### config.mk
export PLATFORM = sky130hd
export DESIGN_NAME = lwe_front
export DESIGN_NICKNAME = d
export VERILOG_FILES = /design/src/rtl/lwe_pkg.sv /design/src/rtl/lwe_front.sv
export SDC_FILE = /design/constraint.sdc
export NUM_CORES = 1
export LEC_CHECK = 0
export BUFFER_PORTS_ARGS = -buffer_cell sky130_fd_sc_hd__buf_2
export CAP_MARGIN = 20
export CORE_MARGIN = 5
export CORE_UTILIZATION = 50
export CTS_CLUSTER_SIZE = 8
export DETAILED_ROUTE_END_ITERATION = 16
export PLACE_DENSITY = 0.84
export SETUP_SLACK_MARGIN = 0.15
export SKIP_LAST_GASP = 1
export SLEW_MARGIN = 20
export SYNTH_ARGS = -nofsm -noshare
export SYNTH_HDL_FRONTEND = slang
export SYNTH_SLANG_ARGS = --single-unit
### constraint.sdc
create_clock -name clk -period 4.35 [get_ports clk]
set_input_delay 1.305 -clock clk [delete_from_list [all_inputs] [get_ports clk]]
set_output_delay 1.305 -clock clk [all_outputs]
set_load 0.02 [all_outputs]
### src/rtl/lwe_pkg.sv
`timescale 1ns / 1ps
// ----------------------------------------------------------------------------
// lwe_pkg
// Shared types and codes for the LWE decryption inner-product block.
// ----------------------------------------------------------------------------
package lwe_pkg;

	localparam logic [1:0] OP_KEY = 2'd0;
	localparam logic [1:0] OP_VEC = 2'd1;
	localparam logic [1:0] OP_FIN = 2'd2;

	localparam logic CFG_MODULUS = 1'b0;
	localparam logic CFG_PLAIN   = 1'b1;

	localparam logic [31:0] MODULUS_RESET = 32'd4294967291;
	localparam logic [14:0] PLAIN_RESET   = 15'd2;

	typedef struct packed {
		logic [1:0]  opcode;
		logic [9:0]  index;
		logic [31:0] value;
	} item_t;

	typedef struct packed {
		logic  valid;
		item_t item;
	} head_t;

endpackage

### src/rtl/lwe_front.sv
`timescale 1ns / 1ps
// ----------------------------------------------------------------------------
// lwe_front
// Accepts items, drops those with no effect, and queues the rest (2 deep).
// ----------------------------------------------------------------------------
module lwe_front #(
	parameter int MAX_DIMENSION = 1024
) (
	input  logic          clk,
	input  logic          arst_n,
	input  logic          item_valid,
	output logic          item_stall,
	input  lwe_pkg::item_t item_in,
	input  logic          pop,
	output lwe_pkg::head_t head
);
	import lwe_pkg::*;

	item_t      mem_q [2];
	logic       wr_ptr_q;
	logic       rd_ptr_q;
	logic [1:0] count_q;
	logic       in_range;
	logic       keep;
	logic       push;
	logic       do_pop;

	assign in_range = 32'(item_in.index) < 32'(MAX_DIMENSION);
	assign keep = (item_in.opcode == OP_FIN) ||
		((item_in.opcode == OP_KEY || item_in.opcode == OP_VEC) && in_range);
	assign item_stall = count_q == 2'd2;
	assign push   = item_valid && !item_stall && keep;
	assign do_pop = pop && count_q != 2'd0;

	always_ff @(posedge clk or negedge arst_n) begin
		if (!arst_n) begin
			wr_ptr_q <= 1'b0;
			rd_ptr_q <= 1'b0;
			count_q  <= '0;
		end else begin
			if (push) begin
				wr_ptr_q <= !wr_ptr_q;
			end
			if (do_pop) begin
				rd_ptr_q <= !rd_ptr_q;
			end
			count_q <= count_q + {1'b0, push} - {1'b0, do_pop};
		end
	end

	always_ff @(posedge clk) begin
		if (push) begin
			mem_q[wr_ptr_q] <= item_in;
		end
	end

	assign head.valid = count_q != 2'd0;
	assign head.item  = mem_q[rd_ptr_q];

endmodule

== Word-level counts from Yosys, hierarchy flattened ==
Memory sizes are Yosys's and may differ from the RTL's.
Index checks and enable logic that the tools add are counted.

* Bits in registers: 4
* Bits in latches: 0
* Memory bits (writable): 88
* ROM bits: 0
* Logic and storage cells: 21
* Memories: 1

{| class="wikitable"
|+ Memories
! name !! words !! width !! read ports !! clocked after memory_dff !! wr ports !! RTL line !! RTL
|-
| mem_q || 2 || 44 || 1 || 0 || 1 || lwe_front.sv:19 || <nowiki>item_t mem_q [2];</nowiki>
|}

* Add/sub/neg operators: 2
* Multipliers: 0
* Div/mod/pow operators: 0
* Order comparisons: 0
* Equal/unequal tests: 3
* Shift-type cells: 0
* Muxes and demuxes: 2
* Bitwise operators: 0
* Reductions and logical operators: 10

{| class="wikitable"
|+ Operator list
! cell !! count
|-
| 2-bit == test (second input constant) || 2
|-
| 1-bit logical AND || 3
|-
| 1-bit zero test || 3
|-
| 2-bit by 1-bit adder with 2-bit output || 1
|-
| 2-bit by 1-bit == test with 1-bit output (second input constant) || 1
|-
| 2-bit zero test || 1
|-
| 1-bit logical OR || 2
|-
| 1-bit 2-to-1 mux || 2
|-
| 2-bit nonzero test || 1
|-
| 2-bit by 1-bit subtractor with 2-bit output || 1
|}

== Logic depth before layout (Yosys ltp) ==
Gate-level depths: netlist of the first run.

* Depth after elaboration: 6
* Gate-level depth with buffers: 7

== Worst setup path before layout of the first run ==
OpenSTA, ideal clock, no wires.

* Path type: input to register
* From: input item_in[43] in the netlist's numbering
* To: memory mem_q[0][0] in the netlist's numbering, enable pin
* Library setup time: 0.445 ns
* Arrival time: 3.355 ns
* Required time: 3.905 ns
* Slack: 0.550 ns
* Cell stages on the path: 3
* Path buffers: 0
* Cells stage by stage: nand2_1 > nand3b_4 > nor2_1

* Word-level cells in the longest chain between the ends: 6
* Elaborated cells on any way between the ends: 8
* Those cells by class: 2 x eq/ne; 2 x mux; 4 x reduce/logical

{| class="wikitable"
|+ RTL lines
! item !! RTL line !! RTL
|-
| start, declared || lwe_front.sv:13 || <nowiki>input lwe_pkg::item_t item_in,</nowiki>
|-
| 2-bit by 1-bit == test with 1-bit output or 2-bit zero test (tied branches) || lwe_front.sv:30 || <nowiki>((item_in.opcode == OP_KEY || item_in.opcode == OP_VEC) && in_range);</nowiki>
|-
| 1-bit logical OR || lwe_front.sv:30 ||
|-
| 1-bit logical OR * || lwe_front.sv:29 || <nowiki>assign keep = (item_in.opcode == OP_FIN) ||</nowiki>
|-
| 1-bit logical AND * || lwe_front.sv:32 || <nowiki>assign push = item_valid && !item_stall && keep;</nowiki>
|-
| 1-bit 2-to-1 mux * || lwe_front.sv:52 || <nowiki>if (push) begin</nowiki>
|-
| 1-bit 2-to-1 mux (implied by the code) * || lwe_front.sv:53 || <nowiki>mem_q[wr_ptr_q] <= item_in;</nowiki>
|-
| end, declared || lwe_front.sv:19 ||
|}

Every way passes the cells marked *; elsewhere a longest branch is shown, timed or not.

==> results of run 1 <==
-- path summary, 6_finish.rpt --
check                                      from                      to  slack, ns  depth (start not counted)
setup / recovery           rd_ptr_q$_DFFE_PN0P_                 head[1]       1.09                          3
hold / removal             count_q[1]$_DFF_PN0_    count_q[1]$_DFF_PN0_       0.49                          1
setup reg to reg           count_q[1]$_DFF_PN0_  mem_q[1][31]$_DFFE_PP_       2.28                          4
hold reg to reg            count_q[1]$_DFF_PN0_    count_q[1]$_DFF_PN0_       0.49                          1
max in group asynchronous                arst_n    rd_ptr_q$_DFFE_PN0P_       3.46                          1
min in group asynchronous                arst_n    wr_ptr_q$_DFFE_PN0P_       0.76                          1
-- state kept, by name, summed over array words and instances, names as in the netlist --
signal	cells
wr_ptr_q	1
mem_q	88
count_q	2
rd_ptr_q	1
-- cells in the mapped netlist --
cell,number
ha_1,2
xnor2_1,3
buf_12,4
or2_1,1
and2_4,1
mux2_2,5
and2b_1,1
edfxtp_1,88
inv_1,2
buf_6,1
mux2_4,39
nor2_1,2
nand2_1,1
nand3b_4,1
xor2_1,1
dfrtp_1,4
-- cells in the final DEF, fill, tap and decap left out --
cell,netlist,final
inv_1,2,2
clkinv_1,0,1
xnor2_1,3,3
dfrtp_1,4,3
clkinvlp_4,0,2
buf_12,4,1
bufinv_16,0,1
nand2_1,1,1
clkinv_2,0,2
xor2_1,1,1
clkbuf_8,0,9
buf_2,0,93
nand3b_4,1,1
buf_4,0,3
dfrtp_2,0,1
or2_1,1,1
ha_1,2,2
nor2_4,0,2
clkinv_4,0,1
mux2_4,39,39
mux2_2,5,5
and2_4,1,1
and2b_1,1,1
edfxtp_1,88,88
-- kinds of logic after synthesis --
logic type	after synthesis	synth area share, %
adder cells (fa/ha/maj)	2	0.696
multiplexers	44	17.8
flip-flops	92	76.2
XOR/XNOR	4	0.974
buffers and inverters	7	2.75
AND/OR/NAND/NOR	7	1.50
-- layout make-up --
| type | instances | area [um^2] | area share (%) |
|---|---|---|---|
| Clock buffer | 9 | 124 | 2.85 |
| Clock inverter | 7 | 67.6 | 1.55 |
| Inverter | 2 | 7.51 | 0.173 |
| Multi-Input combinational cell | 57 | 771 | 17.7 |
| Sequential cell | 92 | 2740 | 63.1 |
| Tap cell | 99 | 124 | 2.85 |
| Timing Repair Buffer | 97 | 508 | 11.7 |
-- critical path, stage by stage, from the launching register on --
cell and delay, ns:
dfrtp_2 0.78, buf_12 0.30, mux2_2 0.35, buf_2 0.16
-- through the flow --
step	utilization [%]	total power, mW	instances
4_1_cts	60.9	2.83	363
3_5_place_dp	58.2	2.30	347
6_report	60.9	2.80	363
5_1_grt	60.9	2.93	363
2_1_floorplan	-	2.08	156
3_3_place_gp	58.2	2.28	347
-- per-layer routing --
metal | GRT usage (%) | wire length [um] | vias to the layer above
li1 | - | - | 811
met1 | 15.4 | 2380 | 812
met2 | 24.3 | 3150 | 57
met3 | 4.06 | 381 | 2
met4 | 5.05 | 29 | 0
met5 | 0 | 0 | -
-- power by group --
part           internal [mW]  switching, mW  leakage [nW]  total [mW]
sequential              1.16         0.0978         0.856        1.26
clock                  0.262          0.276        0.0926       0.539
combinational          0.474          0.523         0.799       0.996
total                   1.90          0.897          1.75        2.80
==> results.yml, run 1 <==
critical_path:
  cp_data_required_time_ns: 3.04
  endpoint_kind: "output pin"
  start_kind: "flip-flop"
  crit_arrival_ns: 1.95
  crit_fanout: 26
  setup.worst_path.class: "reg2out"
pwr:
  power.leakage_nw: 1.75
  irDropWorstVdd_mv: 0.308
  p_per_area_mw_per_mm2: 643
global_route:
  grt_pass1_wl_um: 9060
  grt_overflow: 0
  grt_pass1_vias: 1800
  grt_use_total_pct: 13.6
  grt_max_degree: 27
  antenna_found_initial: 0
drt:
  wl_per_cell_um: 16.4
  first_pass_iters: 4
  drcViolationCount: 0
  ant_nets: 0
  drt-total-wl_um: 5940
  first_iter_violations: 59
  vias: 1682
  viasPerCell: 4.63
synth:
  ys_ff_latch: 92
  yosysSeqAreaShare_pct: 76.2
  yosysTopAreaCell: "edfxtp_1"
  yosysUniqueCellTypes: 16
  yosys_warnings: 0
  syn_avg_cell_area_um2: 23.1
  synth_top_area_share_pct: 73.5
  synth_nets: 206
  synthesis.area_mm2: 0.00360
  postSynthCellCount: 156
  ys_top_cells_by_area: "edfxtp_1 73%, mux2_4 16%, dfrtp_1 2.8%"
job:
  cap_violations: 0
clocking:
  cts.reportedPaths.clkPinSlew_ns: 0.08
  htreeDepth: 3
  clock_path_buffers: 2
  cts.sink_count: 92
  post_cts_buffers: 0
  clkLatencyLatePin_ns: 0.34
  cts-root-buf: "clkbuf_8"
  cts_tree: "built"
  post_cts_resized: 0
  postCtsHoldBufs: 0
  numCtsBuffers: 9
floorplanning:
  io_pins: 94
  die-width_um: 94.8
  dieArea_mm2: 0.00899
  core_area_mm2: 0.00714
  core.rowCount: 31
  start_util_pct: 50.4
  die_h_um: 94.8
timing:
  min_period_ns: 3.26
  finalSetupTns_ns: 0
  setup_ws_ns: 1.09
  period_share_pct: 74.8
  fmax_mhz: 307
  slew-limit-headroom_pct: 57.6
  drv_slew: 0
  rsz0062_at_grt: "no"
  worst_slew_pin_slew_ns: 0.636
  timing.hold.ws_ns: 0.491
  setup_viol_count_final: 0
  finalHoldViolations: 0
  fin_worst_skew_ns: 0.00715
hold_path:
  hold_class: "reg2reg"
final_layout:
  antennaDiodeCount: 0
  design_area_mm2: 0.00435
  fill_cells: 533
  layout-drive-gt1-share_pct: 61.0
  nets: 309
  area_growth_syn_to_layout_pct: 20.8
run_status:
  status: "finished clean"
placement:
  dpl_cell_area_mm2: 0.00415
  gp_congestion: 0.693
  hpwl_um: 4360
  dp_slack_ns: 1.36
  io_buffers: 93
Note: power is estimated with default switching activity, not from simulation.
==> inputs of run 2 (changes only) <==
Settings changed: CORE_UTILIZATION 50 to 47, PLACE_DENSITY 0.84 to 0.83.
Clock period 4.35 ns to 2.8 ns, I/O delays scaled along.
==> results.yml, run 2 (synthesized netlist as in run 1, its figures left out) <==
critical_path:
  crit_fanout: 9
  crit_path_max_incr_delay_ns: 0.52
  setup.worst_path.class: "reg2out"
  crit_arrival_ns: 1.61
  critPathSlowestCell: "dfrtp_4"
  start_kind: "flip-flop"
  cp_data_required_time_ns: 1.96
  path_buf_inv: 3
  path_cells: "buf_12 > buf_4 > mux2_4 > buf_2"
  critPathTopFamily: "flip-flops"
  endpoint_kind: "output pin"
pwr:
  seq_power_share_pct: 43.1
  finalPower_mw: 4.40
  p_per_area_mw_per_mm2: 994
  p_clk_share_pct: 17.1
  switching_power_mw: 1.42
  power.leakage_nw: 1.80
  irDropWorstVdd_mv: 0.588
  combinationalPowerShare_pct: 39.8
  intPower_mw: 2.98
  p_sw_share_pct: 32.3
global_route:
  antenna_found_initial: 0
  grt_use_total_pct: 12.6
  grt_pass1_wl_um: 9320
  grt_overflow: 0
  grt_max_degree: 30
  grt_pass1_vias: 1877
timing:
  min_period_ns: 2.45
  finalHoldViolations: 0
  fmax_mhz: 409
  setup_viol_count_final: 0
  worst_slew_pin_slew_ns: 0.399
  setup_ws_ns: 0.353
  rsz0062_at_grt: "no"
  timing.hold.ws_ns: 0.295
  fin_worst_skew_ns: 0.00824
  finalSetupTns_ns: 0
  period_share_pct: 87.4
  slew-limit-headroom_pct: 73.4
  drv_slew: 0
job:
  cap_violations: 0
final_layout:
  regArea_mm2: 0.00275
  regMostFlops: "mem_q"
  instances_no_fill: 378
  largest_register_ffs: 88
  area_growth_syn_to_layout_pct: 23.2
  fill_cells: 605
  final_core_util_pct: 58.2
  antennaDiodeCount: 0
  reg_top3: "mem_q: 88 flops, count_q: 2 flops"
  nets: 321
  layout-drive-gt1-share_pct: 62.7
  final_cell_mix: "93 x buf_2, 88 x edfxtp_1, 39 x mux2_4"
  multi_input_area_um2: 771
  design_area_mm2: 0.00443
  layout_commonest_cell: "buf_2"
drt:
  vias: 1739
  ant_nets: 0
  drt-total-wl_um: 5750
  drcViolationCount: 0
  viasPerCell: 4.60
  first_pass_iters: 4
  first_iter_violations: 45
  wl_per_cell_um: 15.2
hold_path:
  hold_class: "in2async"
clocking:
  numCtsBuffers: 9
  postCtsHoldBufs: 0
  htreeDepth: 3
  cts.reportedPaths.clkPinSlew_ns: 0.09
  cts.sink_count: 92
  clkLatencyLatePin_ns: 0.34
  clock_path_buffers: 2
  cts-root-buf: "clkbuf_8"
  cts_tree: "built"
run_status:
  status: "finished clean"
placement:
  dp_cells: 353
  io_buffers: 93
  dp_slack_ns: 0.496
  gp_congestion: 0.665
  dpl_cell_area_mm2: 0.00418
  hpwl_um: 3910
floorplanning:
  start_util_pct: 47.3
  core.rowCount: 32
  die-width_um: 97.5
  die_h_um: 97.5
  core_area_mm2: 0.00761
  io_pins: 94
  dieArea_mm2: 0.00950
==> run 2: routing by layer <==
layer  up-vias  share of wire, %  GRT usage [%]
met5         -                 0              0
met4         0               1.1           5.43
met3         5               6.4           4.24
met2        55                52           21.7
met1       847                40           14.2
li1        832                 -              -
==> run 2: cell type report <==
cell class	count	share of cell area, %
repair buffers	109	13.8
multi-input cells	57	17.4
well taps	102	2.88
inverters	2	0.169
clock buffers	9	2.80
flip-flops and latches	92	62.0
clock inverters	7	0.988
==> run 2: path summary, 6_finish.rpt <==
kind                                           start  depth (start not counted)  slack, ns              endpoint
worst max-delay path            rd_ptr_q$_DFFE_PN0P_                          4       0.35              head[31]
worst min-delay path                          arst_n                          1       0.30  rd_ptr_q$_DFFE_PN0P_
worst max register to register  count_q[1]$_DFF_PN0_                          7       1.08  count_q[1]$_DFF_PN0_
worst min register to register  count_q[1]$_DFF_PN0_                          1       0.51  count_q[1]$_DFF_PN0_
max in group asynchronous                     arst_n                          1       2.36  rd_ptr_q$_DFFE_PN0P_
min in group clk                count_q[1]$_DFF_PN0_                          1       0.51  count_q[1]$_DFF_PN0_
==> run 2: power by group through the flow <==
stage	sequential [mW]	clock, mW	combinational, mW
floorplan	1.90	0	1.32
global placement	1.96	0	1.61
detailed placement	1.97	0	1.62
CTS	1.95	0.788	1.63
global route	1.92	0.850	1.87
finish	1.90	0.754	1.75
==> run 2: worst register-to-register path, cell delays in order, from the launching register on <==
cell      delay [ns]
dfrtp_1         0.41
and2b_1         0.19
nand3b_4        0.21
ha_1            0.30
inv_1           0.04
ha_1            0.19
xnor2_1         0.17
xnor2_1         0.14
==> run 2: timing repair <==
action | CTS | global route
setup endpoints to repair | 9 | 1
gates resized for setup | 1 | 0
buffers inserted | 0 | 9
==> inputs of run 3 (changes only) <==
Settings changed: MAX_ROUTING_LAYER from default to met4.
==> results.yml, run 3 (synthesized netlist as in run 1, its figures left out) <==
run_status:
  status: "finished clean"
clocking:
  cts-root-buf: "clkbuf_8"
  clock_path_buffers: 2
  cts.sink_count: 92
  cts.reportedPaths.clkPinSlew_ns: 0.09
  htreeDepth: 3
  postCtsHoldBufs: 0
  cts_tree: "built"
  numCtsBuffers: 9
  clkLatencyLatePin_ns: 0.34
timing:
  finalHoldViolations: 0
  setup_ws_ns: 0.340
  worst_slew_pin_slew_ns: 0.401
  fin_worst_skew_ns: 0.00854
  setup_viol_count_final: 0
  slew-limit-headroom_pct: 73.3
  min_period_ns: 2.46
  rsz0062_at_grt: "no"
  drv_slew: 0
  fmax_mhz: 407
  period_share_pct: 87.9
global_route:
  grt_overflow: 0
  antenna_found_initial: 0
  grt_pass1_vias: 1875
  grt_pass1_wl_um: 9320
  grt_max_degree: 30
  grt_use_total_pct: 13.0
final_layout:
  final_core_util_pct: 58.2
  antennaDiodeCount: 0
  nets: 321
  regArea_mm2: 0.00275
  layout_commonest_cell: "buf_2"
  final_cell_mix: "93 x buf_2, 88 x edfxtp_1, 39 x mux2_4"
  instances_no_fill: 378
  multi_input_area_um2: 771
  reg_top3: "mem_q: 88 flops, count_q: 2 flops"
  layout-drive-gt1-share_pct: 62.7
  largest_register_ffs: 88
  area_growth_syn_to_layout_pct: 23.2
  fill_cells: 603
  regMostFlops: "mem_q"
critical_path:
  crit_fanout: 10
  crit_arrival_ns: 1.62
  start_kind: "flip-flop"
  cp_data_required_time_ns: 1.96
  endpoint_kind: "output pin"
  setup.worst_path.class: "reg2out"
floorplanning:
  dieArea_mm2: 0.00950
  die-width_um: 97.5
  core.rowCount: 32
  core_area_mm2: 0.00761
  start_util_pct: 47.3
  die_h_um: 97.5
  io_pins: 94
placement:
  dp_cells: 353
  io_buffers: 93
  gp_congestion: 0.672
  hpwl_um: 3910
  dp_slack_ns: 0.496
drt:
  wl_per_cell_um: 15.3
  vias: 1736
  drt-total-wl_um: 5770
  drcViolationCount: 0
  ant_nets: 0
  first_iter_violations: 43
  viasPerCell: 4.59
  first_pass_iters: 4
hold_path:
  hold_class: "in2async"
job:
  cap_violations: 0
pwr:
  finalPower_mw: 4.41
  irDropWorstVdd_mv: 0.594
  power.leakage_nw: 1.80
  p_per_area_mw_per_mm2: 995
run 3: repair_timing:
action                                  in CTS  in global routing
setup buffers                                0                  9
endpoints found under the setup margin       9                  1
resized for setup                            1                  0
run 3: through the flow:
stage	setup TNS (ns)	cell area, um^2	hold WS (ns)
floorplan	-47.12	3600	0.453
global placement	0	4180	0.484
detailed placement	0	4180	0.485
CTS	0	4350	0.274
global route	0	4430	0.261
finish	0	4430	0.291
run 3: power breakdown:
part / total (mW) / switching (mW) / internal, mW
Sequential: 1.90 / 0.0853 / 1.81
Combinational: 1.76 / 0.903 / 0.854
Clock: 0.757 / 0.439 / 0.318
run 3: critical path, stage by stage, from the launching register on:
cell     delay (ns)
dfrtp_4        0.52
buf_12         0.15
buf_4          0.15
mux2_4         0.29
buf_2          0.16
run 3: final timing paths:
check	cells past startpoint	startpoint	slack, ns	end
setup / recovery	4	rd_ptr_q$_DFFE_PN0P_	0.34	head[31]
hold / removal	1	arst_n	0.29	rd_ptr_q$_DFFE_PN0P_
setup reg to reg	7	count_q[1]$_DFF_PN0_	1.08	count_q[1]$_DFF_PN0_
hold reg to reg	1	count_q[1]$_DFF_PN0_	0.51	count_q[1]$_DFF_PN0_
max in group asynchronous	1	arst_n	2.37	rd_ptr_q$_DFFE_PN0P_
min in group clk	1	count_q[1]$_DFF_PN0_	0.51	count_q[1]$_DFF_PN0_
run 3: layout make-up:
| type | instances | area share (%) |
|---|---|---|
| clock buffer | 9 | 2.80 |
| inverter | 2 | 0.169 |
| clock inverter | 7 | 0.988 |
| tap | 102 | 2.88 |
| sequential | 92 | 62.0 |
| timing repair buffer | 109 | 13.8 |
| multi-input combinational | 57 | 17.4 |
run 3: per-layer routing:
metal  GRT usage (%)  part of all wire (%)
met5               -                     0
met4            5.43                   1.1
met3            4.02                   6.3
met1            14.3                    40
met2            21.8                    52
